**src/hdl/fma_pkg.sv**
```systemverilog
// ----------------------------------------------------------------------
// fma_pkg: shared types and constants of the fused multiply-add unit
// Field layouts of both precisions, the internal operand record and a
// leading zero counter used by operand decode and final normalization.
// ----------------------------------------------------------------------
package fma_pkg;

	localparam int WORD_W       = 64;
	localparam int SP_EXP_BITS  = 8;
	localparam int SP_MANT_BITS = 24;
	localparam int DP_EXP_BITS  = 11;
	localparam int DP_MANT_BITS = 53;

	// Internal significand: both precisions are carried at double width.
	localparam int MANT_W = DP_MANT_BITS;
	localparam int EXP_W  = 14;

	localparam logic signed [EXP_W-1:0] SP_EMIN     = -14'sd149;
	localparam logic signed [EXP_W-1:0] DP_EMIN     = -14'sd1074;
	localparam logic signed [EXP_W-1:0] SP_BIAS_LSB = 14'sd150;
	localparam logic signed [EXP_W-1:0] DP_BIAS_LSB = 14'sd1075;
	localparam logic signed [EXP_W-1:0] SP_ALIGN    = 14'sd29;

	// Decoded operand: significand normalized so that its top bit is set
	// (unless the operand is zero), exp is the weight of its lowest bit.
	typedef struct packed {
		logic                    sign;
		logic                    is_nan;
		logic                    is_inf;
		logic                    is_zero;
		logic [MANT_W-1:0]       mant;
		logic signed [EXP_W-1:0] exp;
	} fma_opnd_t;

	// Leading zero count of a nonzero 64-bit word in six halving steps.
	function automatic logic [5:0] lzc64(input logic [63:0] v);
		logic [63:0] x;
		logic [5:0]  n;
		x = v;
		n = '0;
		if (x[63:32] == '0) begin
			n[5] = 1'b1;
			x = {x[31:0], 32'b0};
		end
		if (x[63:48] == '0) begin
			n[4] = 1'b1;
			x = {x[47:0], 16'b0};
		end
		if (x[63:56] == '0) begin
			n[3] = 1'b1;
			x = {x[55:0], 8'b0};
		end
		if (x[63:60] == '0) begin
			n[2] = 1'b1;
			x = {x[59:0], 4'b0};
		end
		if (x[63:62] == '0) begin
			n[1] = 1'b1;
			x = {x[61:0], 2'b0};
		end
		if (!x[63]) begin
			n[0] = 1'b1;
		end
		return n;
	endfunction

endpackage

```
**src/hdl/fma_unpack.sv**
```systemverilog
// ----------------------------------------------------------------------
// fma_unpack: operand decode
// Splits one operand word into class flags, sign, a normalized
// significand and the weight of its lowest bit.
// ----------------------------------------------------------------------
module fma_unpack import fma_pkg::*; (
	input  logic              cmd,
	input  logic [WORD_W-1:0] word,
	output fma_opnd_t         opnd
);

	localparam int SP_FB = SP_MANT_BITS - 1;
	localparam int DP_FB = DP_MANT_BITS - 1;

	logic [SP_EXP_BITS-1:0]  e_sp;
	logic [SP_FB-1:0]        f_sp;
	logic [DP_EXP_BITS-1:0]  e_dp;
	logic [DP_FB-1:0]        f_dp;
	logic                    exp_ones;
	logic                    exp_zero;
	logic                    frac_zero;
	logic [MANT_W-1:0]       m_raw;
	logic signed [EXP_W-1:0] e_raw;
	logic [5:0]              lz;

	assign e_sp = word[SP_FB +: SP_EXP_BITS];
	assign f_sp = word[SP_FB-1:0];
	assign e_dp = word[DP_FB +: DP_EXP_BITS];
	assign f_dp = word[DP_FB-1:0];

	always_comb begin
		if (cmd) begin
			exp_ones  = &e_dp;
			exp_zero  = (e_dp == '0);
			frac_zero = (f_dp == '0);
			m_raw     = {!exp_zero, f_dp};
			e_raw     = exp_zero ? DP_EMIN
			                     : $signed({{(EXP_W-DP_EXP_BITS){1'b0}}, e_dp}) - DP_BIAS_LSB;
			opnd.sign = word[WORD_W-1];
		end else begin
			exp_ones  = &e_sp;
			exp_zero  = (e_sp == '0);
			frac_zero = (f_sp == '0);
			// Single precision is left-justified in the wide significand.
			m_raw     = {!exp_zero, f_sp, {(MANT_W-SP_MANT_BITS){1'b0}}};
			e_raw     = (exp_zero ? SP_EMIN
			                      : $signed({{(EXP_W-SP_EXP_BITS){1'b0}}, e_sp}) - SP_BIAS_LSB)
			            - SP_ALIGN;
			opnd.sign = word[SP_EXP_BITS+SP_MANT_BITS-1];
		end
		lz           = lzc64({m_raw, {(64-MANT_W){1'b0}}});
		opnd.is_nan  = exp_ones && !frac_zero;
		opnd.is_inf  = exp_ones && frac_zero;
		opnd.is_zero = exp_zero && frac_zero;
		opnd.mant    = m_raw << lz;
		opnd.exp     = e_raw - $signed({{(EXP_W-6){1'b0}}, lz});
	end

endmodule

```
**config.mk**
```make
export PLATFORM = sky130hd
export DESIGN_NAME = fma_unpack
export DESIGN_NICKNAME = d
export VERILOG_FILES = /design/src/hdl/fma_pkg.sv /design/src/hdl/fma_unpack.sv
export SDC_FILE = /design/constraint.sdc
export NUM_CORES = 1
export LEC_CHECK = 0
export BUFFER_PORTS_ARGS = -buffer_cell sky130_fd_sc_hd__buf_2
export CORE_MARGIN = 5
export CORE_UTILIZATION = 36
export DETAILED_ROUTE_END_ITERATION = 10
export PLACE_DENSITY_LB_ADDON = 0.2
export SETUP_SLACK_MARGIN = 0.3
export SLEW_MARGIN = 20
export SYNTH_ARGS = -nofsm -noshare
export SYNTH_HDL_FRONTEND = slang
export SYNTH_SLANG_ARGS = --single-unit
```
**constraint.sdc**
```tcl
create_clock -name vclk -period 6.25
set_clock_uncertainty 0.1 [all_clocks]
set_input_delay 0 -clock vclk [all_inputs]
set_output_delay 0 -clock vclk [all_outputs]
set_load 0.005 [all_outputs]
```
* Yosys cells after proc, flatten, opt, wreduce, memory -nomap -nowiden
Index checks and enable logic that the tools add are counted.
** Storage, ports and cells
- Word-level logic and storage cells :: 41
- RAM bits :: 0
- Output and inout port bits :: 71
- Memories :: 0
- Bits of input ports :: 65
- Bits in read-only memories :: 0
- Bits in latches :: 0
- Register bits after elaboration :: 0
** Cells by class
- Divide/modulo/power cells :: 0
- Multiply operators :: 0
- Bitwise logic cells :: 0
- Order comparisons :: 0
- Shift operators :: 1
- Multiplexer cells :: 19
- Equal/unequal tests :: 0
- $add $sub $neg :: 4
- Reductions and logical operators :: 17
** Operators with widths (number)
- 64-bit two-way mux :: 5
- 53-bit two-way mux :: 1
- 53-bit by 6-bit << shifter with 53-bit output :: 1
- 52-bit zero test :: 1
- 14-bit two-way mux :: 3
- 32-bit zero test :: 1
- 23-bit zero test :: 1
- 16-bit zero test :: 1
- 8-bit zero test :: 2
- 14-bit by 6-bit subtractor with 14-bit output (second input constant) :: 1
- 14-bit by 7-bit subtractor with 14-bit output :: 1
- 11-bit by 11-bit subtractor with 12-bit output (second input constant) :: 1
- 11-bit zero test :: 1
- 11-bit AND reduction :: 1
- 1-bit two-way mux :: 10
- 8-bit by 8-bit subtractor with 9-bit output (second input constant) :: 1
- 8-bit AND reduction :: 1
- 4-bit zero test :: 1
- 1-bit logical AND :: 3
- 1-bit zero test :: 3
- 2-bit zero test :: 1

* Longest topological paths before layout
Gate-level depths: netlist of the first run.
- Depth in word-level cells :: 15
- Mapped depth :: 27
- Depth with buffers taken out :: 24

* Worst setup path before layout of the first run
No wires, ideal clock.
- Kind :: input to output
- From :: in cmd
- To :: out opnd[9] (netlist name)
- Slack :: 1411 ps
- Arrival :: 4739 ps
- Stages :: 23
- Buffers on the path :: 7
- Cell sequence :: buf_4 > buf_2 > buf_2 > buf_2 > mux2i_1 > nand3b_1 > a221oi_1 > nand2_1 > a211oi_1 > o211ai_2 > nand2_1 > buf_2 > buf_2 > buf_2 > ha_1 > nor2b_1 > o21ai_0 > nand2b_1 > a21o_1 > a21o_1 > a211oi_1 > nand3_1 > xor2_1
** RTL lines
- start, declared :: line fma_unpack.sv:7 : input logic cmd,
- end, declared :: line fma_unpack.sv:9 : output fma_opnd_t opnd

==> results of run 1 <==
cells by family (layout without fill, tap and decap cells):
kind of cell,count (synthesis),in the layout,share of synthesized area (%)
AOI/OAI and AO/OA,358,359,42.6
xor gates and xnor gates,26,26,3.75
adders and majority gates,12,12,2.59
buffers and inverters,112,193,8.26
muxes,84,84,14.6
and+or+nand+nor,336,336,28.2
power groups by stage:
stage	combinational, W	sequential (W)	clock [W]
after floorplan	0.000262	0	0
after global placement	0.000436	0	0
after detailed placement	0.000431	0	0
after CTS	0.000434	0	0
after global routing	0.000476	0	0
final	0.000445	0	0
how the worst max path moves through the flow:
stage	from	to	slack, ns
after detailed placement	cmd	opnd[12]	0.45
after floorplan	cmd	opnd[9]	1.41
after global routing	word[59]	opnd[12]	0.29
after CTS	cmd	opnd[12]	0.44
after global placement	cmd	opnd[58]	0.46
final	word[59]	opnd[12]	0.69
critical path: cells and delay by family:
kind | cells | cell delay (ns)
adders and majority gates | 1 | 0.29
AOI/OAI and AO/OA | 8 | 1.59
buffers and inverters | 6 | 1.43
and+or+nand+nor | 8 | 2.13
Yosys cell counts, types with 25 or more instances:
cell type,number
clkbuf_1,47
o22ai_1,29
mux2_2,27
nand3_1,44
a211oi_1,34
buf_2,25
nor3_1,42
o21ai_0,45
nor2_1,82
a21oi_1,67
mux2i_1,53
nand2_1,79
per-layer routing:
metal  vias up  track usage, %
met5         -               0
met4         0            12.7
met3       146            4.40
met2       628            49.7
met1      3949            40.4
li1       3798               -
per-stage QoR:
stage	power (W)	util, %	instance area [sq um]	cells
CTS	0.000434	41.5	6890	1229
detailed placement	0.000431	41.5	6890	1229
finish	0.000445	41.7	6920	1230
global route	0.000476	41.7	6920	1230
floorplan	0.000262	-	6080	928
global placement	0.000436	41.5	6890	1229
layout make-up:
class                           instances  area share (%)
Multi-Input combinational cell        817            81.1
Inverter                               22            1.19
Timing Repair Buffer                  171            13.7
Tap cell                              220            3.98
==> run summary, run 1 <==
RUN STATUS
----------------------------------------------------------------------------------
Status                                                                   completed

SYNTH
----------------------------------------------------------------------------------
Distinct cells, synth                                                           90
Number of instances in the synthesized netlist                                 928
Total nets after synthesis                                                    1005
Combined area of all synthesized cells                                  6080 sq um
Warning count from the yosys run                                                 0
Synth area leader                                                          mux2i_1
Sequential share of the synthesized area                                        0%
Mean instance size in the synthesized netlist                           6.55 sq um
Ranking of synthesized cells by area                                  mux2i_1 8.7%, a21oi_1 5.5%, nor2_1 5.1%, mux2_2 5.0%, nand2_1 4.9%
Fraction of synthesized cell area taken by the top area cell type            8.73%

HOLD PATH
----------------------------------------------------------------------------------
Hold EP                                                                   opnd[70]
Class of the tightest hold or removal check                           primary input to output pin
Worst hold path depth                                                            3
Hold Startpoint                                                           word[63]

FINAL LAYOUT
----------------------------------------------------------------------------------
Most frequent cells in the layout                                     135 x buf_2, 81 x nor2_1, 79 x nand2_1
Clock buffer cells                                                               0
Footprint of the flip-flops and latches                                    0 sq um
Flip-flop and latch count                                                        0
Multi-input logic area                                                  5610 sq um
Layout overhead on the synthesized area                                      13.9%
Most common library cell in the layout ignoring fill and taps                buf_2
FILL cells                                                                    1859
Final Net Count                                                               1089
Share of final-layout standard cells stronger than drive strength 1          24.7%
Total inserted antenna cells                                                     0

POWER
----------------------------------------------------------------------------------
Power share of the combinational group                                      100.0%
Internal power                                                          0.000166 W
P_leak                                                                     2.82 nW
Proportion of total power due to net switching                               62.7%
Switching power                                                         0.000279 W
Part of the power in the clock network                                          0%
Power Dens Cells                                                      64.4 nW/um^2
Largest vdd supply drop                                                  0.0511 mV
Sequential power share                                                          0%

STA
----------------------------------------------------------------------------------
Shortest clock period the worst path allows after layout                   5.56 ns
TNS Setup                                                                     0 ns
Setup repair after global routing missed its margin                          false
Transition at the pin with the smallest max-transition slack              0.869 ns
Worst-case headroom to the max-slew limit                                    40.6%
Fmax                                                                       180 MHz
Final Slew Violations                                                            0
Final setup viols                                                                0
Final clock period utilization by the worst path                             89.0%
Number of hold-slack violations in the final timing report                       0
Min Hold Slack                                                            0.196 ns
Fin worst setup slack                                                     0.690 ns

GLOBAL ROUTE
----------------------------------------------------------------------------------
First-pass GRT wire length                                                 48.2 mm
Number of global-route vias before repair                                     8106
GR Util All Layers                                                           30.5%
Total global routing overflow                                                    0
Antenna violations before repair                                                 0
Largest net degree at the start of global routing                               40

SETUP PATH
----------------------------------------------------------------------------------
Critical Path Start Type                                              primary input
Required time of the worst setup path                                      6.15 ns
Cell with the largest stage delay on the worst path                         nor4_2
Biggest fanout along the worst timing path                                      21
Peak per-stage delay on the critical path                                  0.49 ns
Chain of cells forming the critical path                              buf_2 -> nor4_2 -> nand4_1 -> a211oi_1 -> and3_1 -> buf_4 -> a31oi_1 -> o21a_1 -> buf_4 -> o211ai_2 -> buf_4 -> nand2_1 -> inv_2 -> fa_1 -> nor2b_1 -> o21ai_0 -> nand2b_1 -> a21o_1 -> a21o_1 -> nor3b_1 -> nand4_1 -> o21ai_0 -> buf_2
Nature of the critical path endpoint                                    output pin
Critical Setup Path Class                                             primary input to output pin
Data arrival at the endpoint of the critical path                          5.46 ns
Most common cell type on the critical path                                   buf_4

PLACE
----------------------------------------------------------------------------------
Routability Congestion                                                        1.01
Count of input and output buffers                                              136
Pre-CTS setup slack                                                       0.448 ns
Post-detail-place hpwl                                                     24.7 mm

DETAILED ROUTING
----------------------------------------------------------------------------------
Met3 wire length                                                           3.52 mm
Metal1 wirelength                                                          12.5 mm
Via density per instance                                                      6.93
Top routing layer in use                                                      met4
Remaining DRCs                                                                   0
Routed wire length per instance                                            26.1 um
Routed wire length                                                         32.1 mm
Detailed route wirelength on metal2                                        14.2 mm
Via count                                                                     8521
Number of routed nets with antenna violations                                    0
1st-pass router iterations                                                       7
First-iteration detailed-routing DRC count                                    1197

CLOCK NETWORK
----------------------------------------------------------------------------------
Buffer count from post-CTS setup fixing                                          0
Count of cells resized by post-cts repair                                        0
Hold Buf Count CTS                                                               0

FLOORPLANNING
----------------------------------------------------------------------------------
Total die area                                                         19600 sq um
Top-level I/O count                                                            136
Starting utilization of the core area                                        36.6%
Core outline area                                                      16600 sq um
FP Rows                                                                         47
Vertical extent of the die                                                  140 um
Die Span X                                                                  140 um

JOB
----------------------------------------------------------------------------------
Max-cap violations                                                               0

(Power assumes the default switching activity.)
==> run 2: changes to the inputs <==
- CELL_PAD_IN_SITES_DETAIL_PLACEMENT: default -> 1
- CELL_PAD_IN_SITES_GLOBAL_PLACEMENT: default -> 1
==> run 2 against run 1 <==
Against the previous run: largest cell class unchanged; cell area hardly changed; combinational power rose by 3%; cell count is 0.16% lower; via count rose by 1.6%; utilization about the same; flip-flop and latch count is the same; hold slack better by 0.00095 ns; critical endpoint unchanged; highest routed layer unchanged; fmax down 2.1%; non-clock buffer count decreased by 1.
==> run summary, run 2 (same netlist as run 1, synthesis figures left out) <==
STA
----------------------------------------------------------------------------------
Fmax                                                                       176 MHz
Final setup viols                                                                0
Final clock period utilization by the worst path                             90.9%
Final Slew Violations                                                            0
Transition at the pin with the smallest max-transition slack              0.856 ns
Shortest clock period the worst path allows after layout                   5.68 ns
TNS Setup                                                                     0 ns
Fin worst setup slack                                                     0.569 ns
Number of hold-slack violations in the final timing report                       0
Setup repair after global routing missed its margin                           true
Worst-case headroom to the max-slew limit                                    42.7%

JOB
----------------------------------------------------------------------------------
Max-cap violations                                                               0

DETAILED ROUTING
----------------------------------------------------------------------------------
Remaining DRCs                                                                   0
Via count                                                                     8656
Number of routed nets with antenna violations                                    0
1st-pass router iterations                                                       5
First-iteration detailed-routing DRC count                                    1066
Routed wire length                                                         33.6 mm
Routed wire length per instance                                            27.4 um
Via density per instance                                                      7.05

SETUP PATH
----------------------------------------------------------------------------------
Required time of the worst setup path                                      6.15 ns
Peak per-stage delay on the critical path                                  0.56 ns
Cell with the largest stage delay on the worst path                         nor4_2
Chain of cells forming the critical path                              buf_2 -> nor4_2 -> nand3_2 -> nor4_4 -> buf_4 -> and3_1 -> a211oi_4 -> buf_4 -> buf_4 -> a311oi_1 -> o21a_1 -> buf_4 -> nand2_1 -> inv_2 -> fa_1 -> nor2b_1 -> o21ai_0 -> nand2b_1 -> a21o_1 -> a21o_1 -> nor3b_1 -> nand4_1 -> o21ai_0 -> buf_2
Critical Setup Path Class                                             primary input to output pin
Critical Path Start Type                                              primary input
Most common cell type on the critical path                                   buf_4
Biggest fanout along the worst timing path                                      26
Nature of the critical path endpoint                                    output pin
Setup crit start                                                          word[45]
Data arrival at the endpoint of the critical path                          5.58 ns

POWER
----------------------------------------------------------------------------------
P_leak                                                                     2.82 nW
Power Dens Cells                                                      66.2 nW/um^2
Largest vdd supply drop                                                  0.0460 mV

GLOBAL ROUTE
----------------------------------------------------------------------------------
First-pass GRT wire length                                                 50.5 mm
Number of global-route vias before repair                                     8354
Antenna violations before repair                                                 0
Largest net degree at the start of global routing                               87
Total global routing overflow                                                    0
GR Util All Layers                                                           32.1%

FINAL LAYOUT
----------------------------------------------------------------------------------
Layout overhead on the synthesized area                                      13.8%
Share of final-layout standard cells stronger than drive strength 1          24.8%
Final Net Count                                                               1087
Clock buffer cells                                                               0
Flip-flop and latch count                                                        0
Total inserted antenna cells                                                     0
Footprint of the flip-flops and latches                                    0 sq um
FILL cells                                                                    2269
Most common library cell in the layout ignoring fill and taps                buf_2
Most frequent cells in the layout                                     136 x buf_2, 80 x nor2_1, 79 x nand2_1
Post-route insts no fill                                                      1228

PLACE
----------------------------------------------------------------------------------
Post-detail-place hpwl                                                     26.1 mm
Post-Place Cells                                                              1226
Routability Congestion                                                        1.03
Count of input and output buffers                                              136
Pre-CTS setup slack                                                       0.564 ns

HOLD PATH
----------------------------------------------------------------------------------
Worst hold path depth                                                            3
Hold Startpoint                                                           word[63]
Class of the tightest hold or removal check                           primary input to output pin

FLOORPLANNING
----------------------------------------------------------------------------------
Total die area                                                         19600 sq um
Top-level I/O count                                                            136
Starting utilization of the core area                                        36.6%
Vertical extent of the die                                                  140 um
Core outline area                                                      16600 sq um
Die Span X                                                                  140 um
FP Rows                                                                         47

RUN STATUS
----------------------------------------------------------------------------------
Status                                                                   completed

run 2: timing repair:
action | 4_1_cts | 5_1_grt
endpoints found under the setup margin | 0 | 42
hold buffers | 0 | 0
buffers inserted | 0 | 2
gates resized for setup | 0 | 7
run 2: area by class of cell:
cell class / count / area [sq um] / share of cell area (%)
timing repair buffer: 170 / 948 / 13.7
inverter: 22 / 82.6 / 1.19
tap: 220 / 275 / 3.98
multi-input combinational: 816 / 5610 / 81.1
run 2: path summary, 6_finish.rpt:
kind	to
worst max-delay path	opnd[12]
worst min-delay path	opnd[70]
run 2: power breakdown:
group | switching (W) | total [W] | internal, W
Sequential | 0 | 0 | 0
Clock | 0 | 0 | 0
Combinational | 0.000289 | 0.000458 | 0.000169
run 2: layer usage:
metal	GRT usage, %	vias to the layer above	part of all wire (%)	routed length [um]
met5	0	-	0	0
met4	11.0	0	4.7	1580
met3	7.43	121	10	3480
met2	51.0	550	44	14900
met1	42.9	4195	41	13600
li1	-	3790	-	-
run 2: metrics by stage:
stage	utilization [%]	cell area, sq um	hold slack, ns	power, W
final	41.7	6920	0.197	0.000458
after global routing	41.7	6920	0.217	0.000490
after CTS	41.5	6880	0.201	0.000446
after detailed placement	41.5	6880	0.201	0.000443
after global placement	41.5	6880	0.194	0.000444
after floorplan	-	6080	0.0286	0.000262
run 2: worst max-delay path: cells and delay by family:
kind | cells | cell delay, ns
simple gates | 9 | 2.30
buf+inv | 7 | 1.53
fa+ha+maj | 1 | 0.31
compound gates | 7 | 1.41
